<file path="src/lcps_pkg.sv">
package lcps_pkg;

  localparam int NUM_SENSORS_DEF = 13;
  localparam int SAMPLE_BITS_DEF = 10;
  localparam int PWM_BITS_DEF    = 8;

  // register map (byte address = 4 * index)
  localparam logic [2:0] REG_THRESH = 3'd0;
  localparam logic [2:0] REG_SETPT  = 3'd1;
  localparam logic [2:0] REG_KP     = 3'd2;
  localparam logic [2:0] REG_KI     = 3'd3;
  localparam logic [2:0] REG_KD     = 3'd4;
  localparam logic [2:0] REG_BASE   = 3'd5;
  localparam logic [2:0] REG_LIMIT  = 3'd6;

  localparam logic [9:0]  THRESH_RST = 10'd680;
  localparam logic [11:0] SETPT_RST  = 12'd1364;
  localparam logic [15:0] KP_RST     = 16'd2560;
  localparam logic [15:0] KI_RST     = 16'd0;
  localparam logic [15:0] KD_RST     = 16'd25600;
  localparam logic [7:0]  BASE_RST   = 8'd80;
  localparam logic [7:0]  LIMIT_RST  = 8'd120;

  // Accumulator width for the Q.16 product sum.
  localparam int ACC_BITS = 52;

  // Request from the top level to the serial multiply unit
  typedef struct packed {
    logic        start;
    logic [15:0] gain;
    logic [31:0] value;
  } lcps_mul_req_t;

endpackage

</file>
<file path="src/line_centroid_pid_steering.sv">
// Samples: one item per cycle, no result, accumulated as each is taken.
// Last item of a scan: a 17-step restoring divider, then three bit-serial
// multiplies on one shared shift-and-add unit, before out_tvalid; divider
// and multiplies are skipped when no sensor saw white.
// The input is not ready from the last item until its result is taken.
// Reset (synchronous, rst_n low): registers to defaults, accumulators and
// PID history to zero, output channel empty.
module line_centroid_pid_steering
  import lcps_pkg::*;
#(
  parameter int NUM_SENSORS = NUM_SENSORS_DEF,
  parameter int SAMPLE_BITS = SAMPLE_BITS_DEF,
  parameter int PWM_BITS    = PWM_BITS_DEF
) (
  input  logic                   clk,
  input  logic                   rst_n,
  input  logic                   in_tvalid,
  output logic                   in_tready,
  input  logic [SAMPLE_BITS-1:0] in_tdata,  // sample
  input  logic                   in_tlast,  // last_of_scan
  output logic                   out_tvalid,
  input  logic                   out_tready,
  // left_drive, right_drive, line_position[11:0], line_lost, drive_cut, zero pad
  output logic [((2*PWM_BITS+14+7)/8)*8-1:0] out_tdata,
  input  logic                   cfg_psel,
  input  logic                   cfg_penable,
  input  logic                   cfg_pwrite,
  input  logic [4:0]             cfg_paddr,
  input  logic [31:0]            cfg_pwdata,
  output logic [31:0]            cfg_prdata,
  output logic                   cfg_pready
);

  localparam int OUT_W  = ((2*PWM_BITS+14+7)/8)*8;
  localparam int CNT_W  = 5;
  localparam int SUM_W  = 9;
  localparam int PMAX   = (1 << PWM_BITS) - 1;

  typedef enum logic [2:0] {S_ACC, S_DIV, S_PID, S_MUL, S_DRV, S_OUT} state_t;

  // configuration registers
  logic [9:0]  thresh_r;
  logic [11:0] setpt_r;
  logic [15:0] kp_r, ki_r, kd_r;
  logic [7:0]  base_r, limit_r;
  logic        wr;
  logic [2:0]  widx;

  assign cfg_pready = 1'b1;
  assign wr   = cfg_psel & cfg_penable & cfg_pwrite;
  assign widx = cfg_paddr[4:2];

  always_ff @(posedge clk) begin
    if (!rst_n) begin
      thresh_r <= THRESH_RST;
      setpt_r  <= SETPT_RST;
      kp_r     <= KP_RST;
      ki_r     <= KI_RST;
      kd_r     <= KD_RST;
      base_r   <= BASE_RST;
      limit_r  <= LIMIT_RST;
    end else if (wr) begin
      unique case (widx)
        REG_THRESH: thresh_r <= cfg_pwdata[9:0];
        REG_SETPT:  setpt_r  <= cfg_pwdata[11:0];
        REG_KP:     kp_r     <= cfg_pwdata[15:0];
        REG_KI:     ki_r     <= cfg_pwdata[15:0];
        REG_KD:     kd_r     <= cfg_pwdata[15:0];
        REG_BASE:   base_r   <= cfg_pwdata[7:0];
        REG_LIMIT:  limit_r  <= cfg_pwdata[7:0];
        default: ;
      endcase
    end
  end

  always_comb begin
    unique case (widx)
      REG_THRESH: cfg_prdata = {22'd0, thresh_r};
      REG_SETPT:  cfg_prdata = {20'd0, setpt_r};
      REG_KP:     cfg_prdata = {16'd0, kp_r};
      REG_KI:     cfg_prdata = {16'd0, ki_r};
      REG_KD:     cfg_prdata = {16'd0, kd_r};
      REG_BASE:   cfg_prdata = {24'd0, base_r};
      REG_LIMIT:  cfg_prdata = {24'd0, limit_r};
      default:    cfg_prdata = '0;
    endcase
  end

  // datapath state
  state_t                     state_r;
  logic [CNT_W-1:0]           cnt_r, tot_r;
  logic [SUM_W-1:0]           sum_r;
  logic signed [15:0]         perr_r;
  logic signed [31:0]         integ_r;
  logic [SUM_W+8-1:0]         quo_r;   // dividend shifts into quotient
  logic [CNT_W:0]             rem_r;
  logic [4:0]                 step_r;
  logic [1:0]                 term_r;
  logic signed [15:0]         err_r, dlt_r;
  logic [11:0]                pos_r;
  logic                       out_valid_r;
  logic [OUT_W-1:0]           out_data_r;

  logic                       white;
  logic [CNT_W:0]             rem_sh;
  logic                       fits;
  logic signed [32:0]         acc33;
  logic signed [31:0]         integ_sat;
  logic signed [ACC_BITS-1:0] macc, umag, u;
  logic signed [ACC_BITS-1:0] plus, minus;
  logic                       cut;
  logic [PWM_BITS-1:0]        lft, rgt, lim;
  lcps_mul_req_t              mreq;
  logic                       mclr, mbusy;

  assign white  = ({{(16-SAMPLE_BITS){1'b0}}, in_tdata} <= 16'(thresh_r));
  assign rem_sh = {rem_r[CNT_W-1:0], quo_r[SUM_W+7]};
  assign fits   = rem_sh >= {1'b0, tot_r};

  // saturating integral update
  assign acc33     = 33'(integ_r) + 33'(err_r);
  assign integ_sat = (acc33 > 33'sd2147483647)  ? 32'sh7FFFFFFF :
                     (acc33 < -33'sd2147483648) ? 32'sh80000000 : acc33[31:0];

  // truncate toward zero, then form the drives
  assign umag  = macc[ACC_BITS-1] ? -macc : macc;
  assign u     = macc[ACC_BITS-1] ? -(umag >>> 16) : (umag >>> 16);
  assign plus  = ACC_BITS'(base_r) + u;
  assign minus = ACC_BITS'(base_r) - u;
  assign cut   = plus < 0 || minus < 0 || plus > PMAX || minus > PMAX;
  assign lim   = PWM_BITS'(limit_r);
  assign lft   = (plus[PWM_BITS-1:0] > lim) ? lim : plus[PWM_BITS-1:0];
  assign rgt   = (minus[PWM_BITS-1:0] > lim) ? lim : minus[PWM_BITS-1:0];

  lcps_serial_mac u_mac (
    .clk  (clk),
    .rst_n(rst_n),
    .req  (mreq),
    .clear(mclr),
    .busy (mbusy),
    .acc  (macc)
  );

  // multiplies start only after the history update cycle
  always_comb begin
    mreq.start = 1'b0;
    mreq.gain  = kp_r;
    mreq.value = 32'(err_r);
    mclr       = (state_r == S_PID);
    if (state_r == S_MUL && !mbusy && step_r != 5'd0) begin
      mreq.start = (term_r != 2'd3);
      unique case (term_r)
        2'd0:    begin mreq.gain = kp_r; mreq.value = 32'(err_r); end
        2'd1:    begin mreq.gain = ki_r; mreq.value = integ_r; end
        default: begin mreq.gain = kd_r; mreq.value = 32'(dlt_r); end
      endcase
    end
  end

  assign in_tready  = (state_r == S_ACC);
  assign out_tvalid = out_valid_r;
  assign out_tdata  = out_data_r;

  always_ff @(posedge clk) begin
    if (!rst_n) begin
      state_r     <= S_ACC;
      cnt_r       <= '0;
      tot_r       <= '0;
      sum_r       <= '0;
      perr_r      <= '0;
      integ_r     <= '0;
      out_valid_r <= 1'b0;
    end else begin
      if (out_valid_r && out_tready) out_valid_r <= 1'b0;
      unique case (state_r)
        S_ACC: begin
          if (in_tvalid) begin
            if (cnt_r < CNT_W'(NUM_SENSORS)) begin
              if (white) begin
                sum_r <= sum_r + SUM_W'(cnt_r);
                tot_r <= tot_r + 1'b1;
              end
              cnt_r <= cnt_r + 1'b1;
            end
            if (in_tlast) state_r <= S_DIV;
            quo_r  <= '0;
            rem_r  <= '0;
            step_r <= '0;
          end
        end
        S_DIV: begin
          if (step_r == 5'd0) begin
            quo_r  <= {sum_r, 8'd0};
            step_r <= 5'd1;
            if (tot_r == '0) begin
              out_data_r  <= OUT_W'({1'b0, 1'b1, 12'd0, {(2*PWM_BITS){1'b0}}});
              state_r     <= S_OUT;
            end
          end else begin
            // restoring division, one quotient bit per cycle
            rem_r  <= fits ? rem_sh - {1'b0, tot_r} : rem_sh;
            quo_r  <= {quo_r[SUM_W+6:0], fits};
            step_r <= step_r + 5'd1;
            if (step_r == 5'(SUM_W+8)) state_r <= S_PID;
          end
        end
        S_PID: begin
          pos_r   <= (quo_r > 17'd4095) ? 12'hFFF : quo_r[11:0];
          err_r   <= 16'(signed'({1'b0, setpt_r})) -
                     16'(signed'({1'b0, ((quo_r > 17'd4095) ? 12'hFFF : quo_r[11:0])}));
          term_r  <= 2'd0;
          state_r <= S_MUL;
          step_r  <= '0;
        end
        S_MUL: begin
          if (step_r == 5'd0) begin
            // first cycle: update history, then start multiplies
            dlt_r   <= err_r - perr_r;
            perr_r  <= err_r;
            integ_r <= integ_sat;
            step_r  <= 5'd1;
          end else if (!mbusy && !mreq.start && term_r == 2'd3) begin
            state_r <= S_DRV;
          end else if (mreq.start) begin
            term_r <= term_r + 2'd1;
          end
        end
        S_DRV: begin
          out_data_r <= OUT_W'({cut, 1'b0, pos_r,
                                cut ? {PWM_BITS{1'b0}} : rgt,
                                cut ? {PWM_BITS{1'b0}} : lft});
          state_r <= S_OUT;
        end
        S_OUT: begin
          if (!out_valid_r) begin
            out_valid_r <= 1'b1;
            cnt_r <= '0;
            tot_r <= '0;
            sum_r <= '0;
          end else if (out_tready) begin
            state_r <= S_ACC;
          end
        end
        default: state_r <= S_ACC;
      endcase
    end
  end

  a_ready_idle: assert property (@(posedge clk) disable iff (!rst_n)
    in_tready |-> !out_valid_r) else $error("input open with result pending");
  a_lost_zero: assert property (@(posedge clk) disable iff (!rst_n)
    out_valid_r && out_data_r[2*PWM_BITS+12] |-> out_data_r[2*PWM_BITS+11:0] == '0)
    else $error("lost result carries data");
  a_cnt_max: assert property (@(posedge clk) disable iff (!rst_n)
    cnt_r <= CNT_W'(NUM_SENSORS)) else $error("sensor count overrun");

endmodule

</file>
<file path="src/lcps_serial_mac.sv">
// Bit-serial multiply-accumulate: unsigned 16-bit gain by signed 32-bit value,
// one gain bit per cycle, adding into a signed accumulator.
module lcps_serial_mac
  import lcps_pkg::*;
(
  input  logic                       clk,
  input  logic                       rst_n,
  input  lcps_mul_req_t              req,
  input  logic                       clear,
  output logic                       busy,
  output logic signed [ACC_BITS-1:0] acc
);

  logic [15:0]                gain_r, gain_nxt;
  logic signed [ACC_BITS-1:0] mcand_r, mcand_nxt;
  logic signed [ACC_BITS-1:0] acc_r, acc_nxt;
  logic [4:0]                 cnt_r, cnt_nxt;

  always_comb begin
    gain_nxt  = gain_r;
    mcand_nxt = mcand_r;
    acc_nxt   = acc_r;
    cnt_nxt   = cnt_r;
    if (clear) begin
      acc_nxt = '0;
    end
    if (req.start) begin
      gain_nxt  = req.gain;
      mcand_nxt = ACC_BITS'(signed'(req.value));
      cnt_nxt   = 5'd16;
    end else if (cnt_r != 5'd0) begin
      // one gain bit per cycle, shift-and-add
      if (gain_r[0]) begin
        acc_nxt = acc_r + mcand_r;
      end
      gain_nxt  = gain_r >> 1;
      mcand_nxt = mcand_r <<< 1;
      cnt_nxt   = cnt_r - 5'd1;
    end
  end

  always_ff @(posedge clk) begin
    if (!rst_n) begin
      cnt_r <= '0;
      acc_r <= '0;
    end else begin
      cnt_r <= cnt_nxt;
      acc_r <= acc_nxt;
    end
    gain_r  <= gain_nxt;
    mcand_r <= mcand_nxt;
  end

  assign busy = (cnt_r != 5'd0);
  assign acc  = acc_r;

  a_cnt_range: assert property (@(posedge clk) disable iff (!rst_n)
    cnt_r <= 5'd16) else $error("mac count out of range");
  a_load: assert property (@(posedge clk) disable iff (!rst_n)
    req.start |=> cnt_r == 5'd16) else $error("mac did not load");

endmodule
</file>
<file path="config.mk">
export PLATFORM = sky130hd
export DESIGN_NAME = line_centroid_pid_steering
export DESIGN_NICKNAME = d
export VERILOG_FILES = /design/src/lcps_pkg.sv /design/src/line_centroid_pid_steering.sv /design/src/lcps_serial_mac.sv
export SDC_FILE = /design/constraint.sdc
export NUM_CORES = 1
export LEC_CHECK = 0
export BUFFER_PORTS_ARGS = -buffer_cell sky130_fd_sc_hd__buf_2
export CAP_MARGIN = 15
export CORE_ASPECT_RATIO = 0.75
export CORE_MARGIN = 1
export CORE_UTILIZATION = 63
export CTS_CLUSTER_SIZE = 14
export DETAILED_ROUTE_END_ITERATION = 8
export GPL_ROUTABILITY_DRIVEN = 0
export PLACE_DENSITY = 0.78
export SLEW_MARGIN = 20
export SYNTH_ARGS = -nofsm -noshare
export SYNTH_HDL_FRONTEND = slang
export SYNTH_SLANG_ARGS = --single-unit
export TNS_END_PERCENT = 100
</file>
<file path="constraint.sdc">
create_clock -name clk -period 8.64 [get_ports clk]
set_clock_uncertainty 0.1 [all_clocks]
set_input_delay 0.432 -clock clk [delete_from_list [all_inputs] [get_ports clk]]
set_output_delay 0.432 -clock clk [all_outputs]
set_load 0.03 [all_outputs]
</file>
==> flow_metrics.py <==
metrics = {
    "clock_tree": {
        "tritoncts": "built",
        "h-tree-depth": 2,
        "clock_path_buffers": 3,
        "root_buffer": "clkbuf_16",
        "cts_buffers": 39,
        "clock_latency_ns": 0.56,
        "clk_pin_slew_ns": 0.06,
        "post_cts_buffers": 0,
        "cts_resized": 0,
        "cts_hold_buf": 0,
        "cts_sinks": 377,
    },
    "timing": {
        "worst_slack_ns": 1.58,
        "rsz0062_at_grt": "no",
        "worstMarginPinSlew_ns": 0.948,
        "setup_viol": 0,
        "finalHoldViolCount": 0,
        "fin_crit_ns": 7.06,
        "tns_ns": 0,
        "period_share_pct": 81.8,
        "fmax_ghz": 0.142,
        "maxSlewViolCount": 0,
        "slew_headroom_pct": 36.8,
    },
    "synthesis": {
        "ys_seq_elements": 377,
        "syn_inst": 3078,
        "yosys_warnings": 0,
        "yosysSeqAreaShare_pct": 35.8,
        "netlist_area_um2": 25700,
        "synth_area_per_cell_um2": 8.36,
        "postSynth.asyncResetShare_pct": 0,
        "synth_ff_type": "dfxtp_1",
        "synthDistinctLibCells": 101,
        "synth_edf_count": 166,
    },
    "setup_path": {
        "r2r-end": "out_tdata[15]$_SDFFCE_PP0P_",
        "worstPathRequired_ns": 8.84,
        "ff2ff_path_depth": 21,
        "start_kind": "register",
        "rrSetupSlack_ns": 1.58,
        "reg2reg_from": "u_mac.acc[13]$_SDFF_PN0_",
        "worst_setup_path_end_kind": "register",
        "critPathKind": "register to register",
        "cp_max_fo": 17,
        "crit_arrival_ns": 7.26,
    },
    "detailed_routing": {
        "wl_per_cell_um": 19.6,
        "ant_nets": 0,
        "vias_per_cell": 6.48,
        "drcViolationCount": 0,
        "dr_total_vias": 23400,
        "drtPass1Iterations": 8,
        "routed_wl_um": 70800,
        "drt-initial-drc-count": 2454,
    },
    "grt": {
        "grt_pass1_vias": 21600,
        "grt.overflow.total": 0,
        "antenna_found_initial": 2,
        "grt.total_usage_pct": 33.1,
        "grt_pass1_wl_um": 112000,
        "grt_start_max_net_pins": 84,
    },
    "worst_hold_path": {
        "hold_depth": 3,
        "hold_start": "cfg_pwdata[15]",
        "hold_end": "kd_r[15]$_SDFFE_PN0P_",
        "hp-class": "input pin to register",
    },
    "cells_and_area": {
        "layout_common_cells": "nand2_1, a21oi_1, nor2_1",
        "syn_to_final_growth_pct": 7.16,
        "final_nets": 3294,
        "drive_above_1_share_pct": 8.74,
        "final_common_cell": "nand2_1",
        "multiInputGateArea_um2": 15300,
        "fill_cells": 3120,
        "seqCellArea_um2": 9210,
        "final_core_util_pct": 69.1,
        "diodes": 0,
    },
    "floorplanning": {
        "die_h_um": 177,
        "coreArea_um2": 39900,
        "die_x_um": 235,
        "initial_core_util_pct": 64.5,
        "die_area_um2": 41600,
        "rows": 63,
        "ios": 122,
    },
    "placement": {
        "io_buffer_count": 84,
        "dp_hpwl_um": 49900,
        "dpl_worst_slack_ns": 1.66,
    },
    "run_status": {
        "status": "finished clean",
    },
    "power_and_ir_drop": {
        "totalPowerFinal_mw": 7.64,
        "p_leak_nw": 11.1,
        "powerDensity_nw_per_um2": 277,
        "peakVddDrop_v": 0.000187,
    },
    "job": {
        "cap_violations": 0,
    },
}
==> how the worst max path moves through the flow <==
stage	start	to	cells after the start
final	u_mac.acc[13]$_SDFF_PN0_	out_tdata[15]$_SDFFCE_PP0P_	21
after global routing	u_mac.acc[13]$_SDFF_PN0_	out_tdata[0]$_SDFFCE_PP0P_	21
after CTS	u_mac.acc[13]$_SDFF_PN0_	out_tdata[2]$_SDFFCE_PP0P_	21
after detailed placement	u_mac.acc[13]$_SDFF_PN0_	out_tdata[0]$_SDFFCE_PP0P_	21
after global placement	u_mac.acc[13]$_SDFF_PN0_	out_tdata[15]$_SDFFCE_PP0P_	21
after floorplan	u_mac.acc[51]$_SDFF_PN0_	out_tdata[4]$_SDFFCE_PP0P_	29
==> final cells by class <==
| type | count | area share [%] |
|---|---|---|
| Multi-Input combinational cell | 2389 | 55.5 |
| Clock buffer | 58 | 4.09 |
| Tap cell | 520 | 2.36 |
| Sequential cell | 377 | 33.4 |
| Clock inverter | 14 | 0.418 |
| Timing Repair Buffer | 118 | 2.45 |
| Inverter | 132 | 1.81 |
==> cells in the mapped netlist (10+ instances only) <==
cell / n / area [um2]
nand2b_1: 29 / 181
edfxtp_1: 166 / 4980
or3_1: 37 / 231
nand3_1: 115 / 576
nor2_4: 10 / 113
nor2b_1: 30 / 188
clkbuf_1: 148 / 556
nor3_1: 65 / 325
mux2_2: 10 / 113
buf_1: 13 / 48.8
nand2_1: 402 / 1510
nand4_1: 33 / 206
inv_1: 131 / 492
a22oi_1: 41 / 308
ha_1: 174 / 2180
o2111ai_1: 11 / 96.3
o21ai_0: 156 / 781
xnor2_1: 96 / 841
a211oi_1: 20 / 150
o211ai_1: 21 / 158
a31oi_1: 57 / 357
and2_1: 24 / 150
nor4_1: 19 / 119
buf_4: 23 / 173
or2_2: 13 / 81.3
and3_1: 35 / 219
a221oi_1: 10 / 87.6
nor2_1: 217 / 815
dfxtp_1: 211 / 4220
o21a_1: 18 / 135
o21bai_1: 24 / 180
nand3b_1: 13 / 97.6
mux2i_1: 31 / 310
xor2_1: 55 / 482
a21oi_1: 349 / 1750
or4_1: 11 / 82.6
a21o_1: 85 / 638
==> metrics by stage <==
stage	cells	hold WS [ns]	area [um2]
after floorplan	3095	0.336	25800
after global placement	3536	0.342	26300
after detailed placement	3536	0.349	26300
after CTS	3608	0.0358	27500
after global routing	3608	0.0393	27600
final	3608	0.0420	27600
==> routing by layer <==
| layer | track usage [%] | up-vias | part of all wire, % |
|---|---|---|---|
| li1 | - | 11000 | - |
| met1 | 46.9 | 11000 | 43 |
| met2 | 52.6 | 1180 | 44 |
| met3 | 4.68 | 138 | 9.5 |
| met4 | 9.80 | 2 | 2.7 |
| met5 | 0 | - | 0.018 |
==> power by group <==
| group | switching [mW] | internal, mW |
|---|---|---|
| Sequential | 0.298 | 2.26 |
| Combinational | 2.13 | 1.29 |
| Clock | 0.728 | 0.940 |
| Total | 3.16 | 4.48 |
==> cells by family after synthesis <==
group / synth area share, %
compound gates: 21.0
xor+xnor: 5.27
fa+ha+maj: 9.13
buf+inv: 5.31
flops: 35.8
mux: 2.17
other cells: 0.0292
simple gates: 21.3
==> registers in the layout (all words and copies together), names as in the netlist, 8 cells and up <==
signal / flops
lim: 8
quo_r: 17
thresh_r: 10
base_r: 8
out_tdata: 30
pos_r: 12
err_r: 13
perr_r: 13
u_mac.gain_r: 16
kd_r: 16
dlt_r: 14
u_mac.acc: 52
u_mac.mcand_r: 52
sum_r: 9
kp_r: 16
setpt_r: 12
integ_r: 32
ki_r: 16
==> worst max-delay path, stage by stage (launching register included) <==
cell and delay, ns:
dfxtp_1 0.34, nor4_2 0.44, nand4_2 0.58, nand2_1 0.37
xnor2_1 0.23, inv_1 0.11, ha_1 0.37, nand2b_1 0.15
or4_4 0.45, mux2i_4 0.21, nor2_2 0.09, or4_1 0.70
o31a_1 0.35, o21ai_1 0.16, xor2_1 0.12, or4_1 0.62
or2_0 0.31, o41ai_1 0.38, a22oi_1 0.17, nand4bb_1 0.12
buf_4 0.34, nor2_1 0.09
Note: power is estimated with default switching activity, not from simulation.
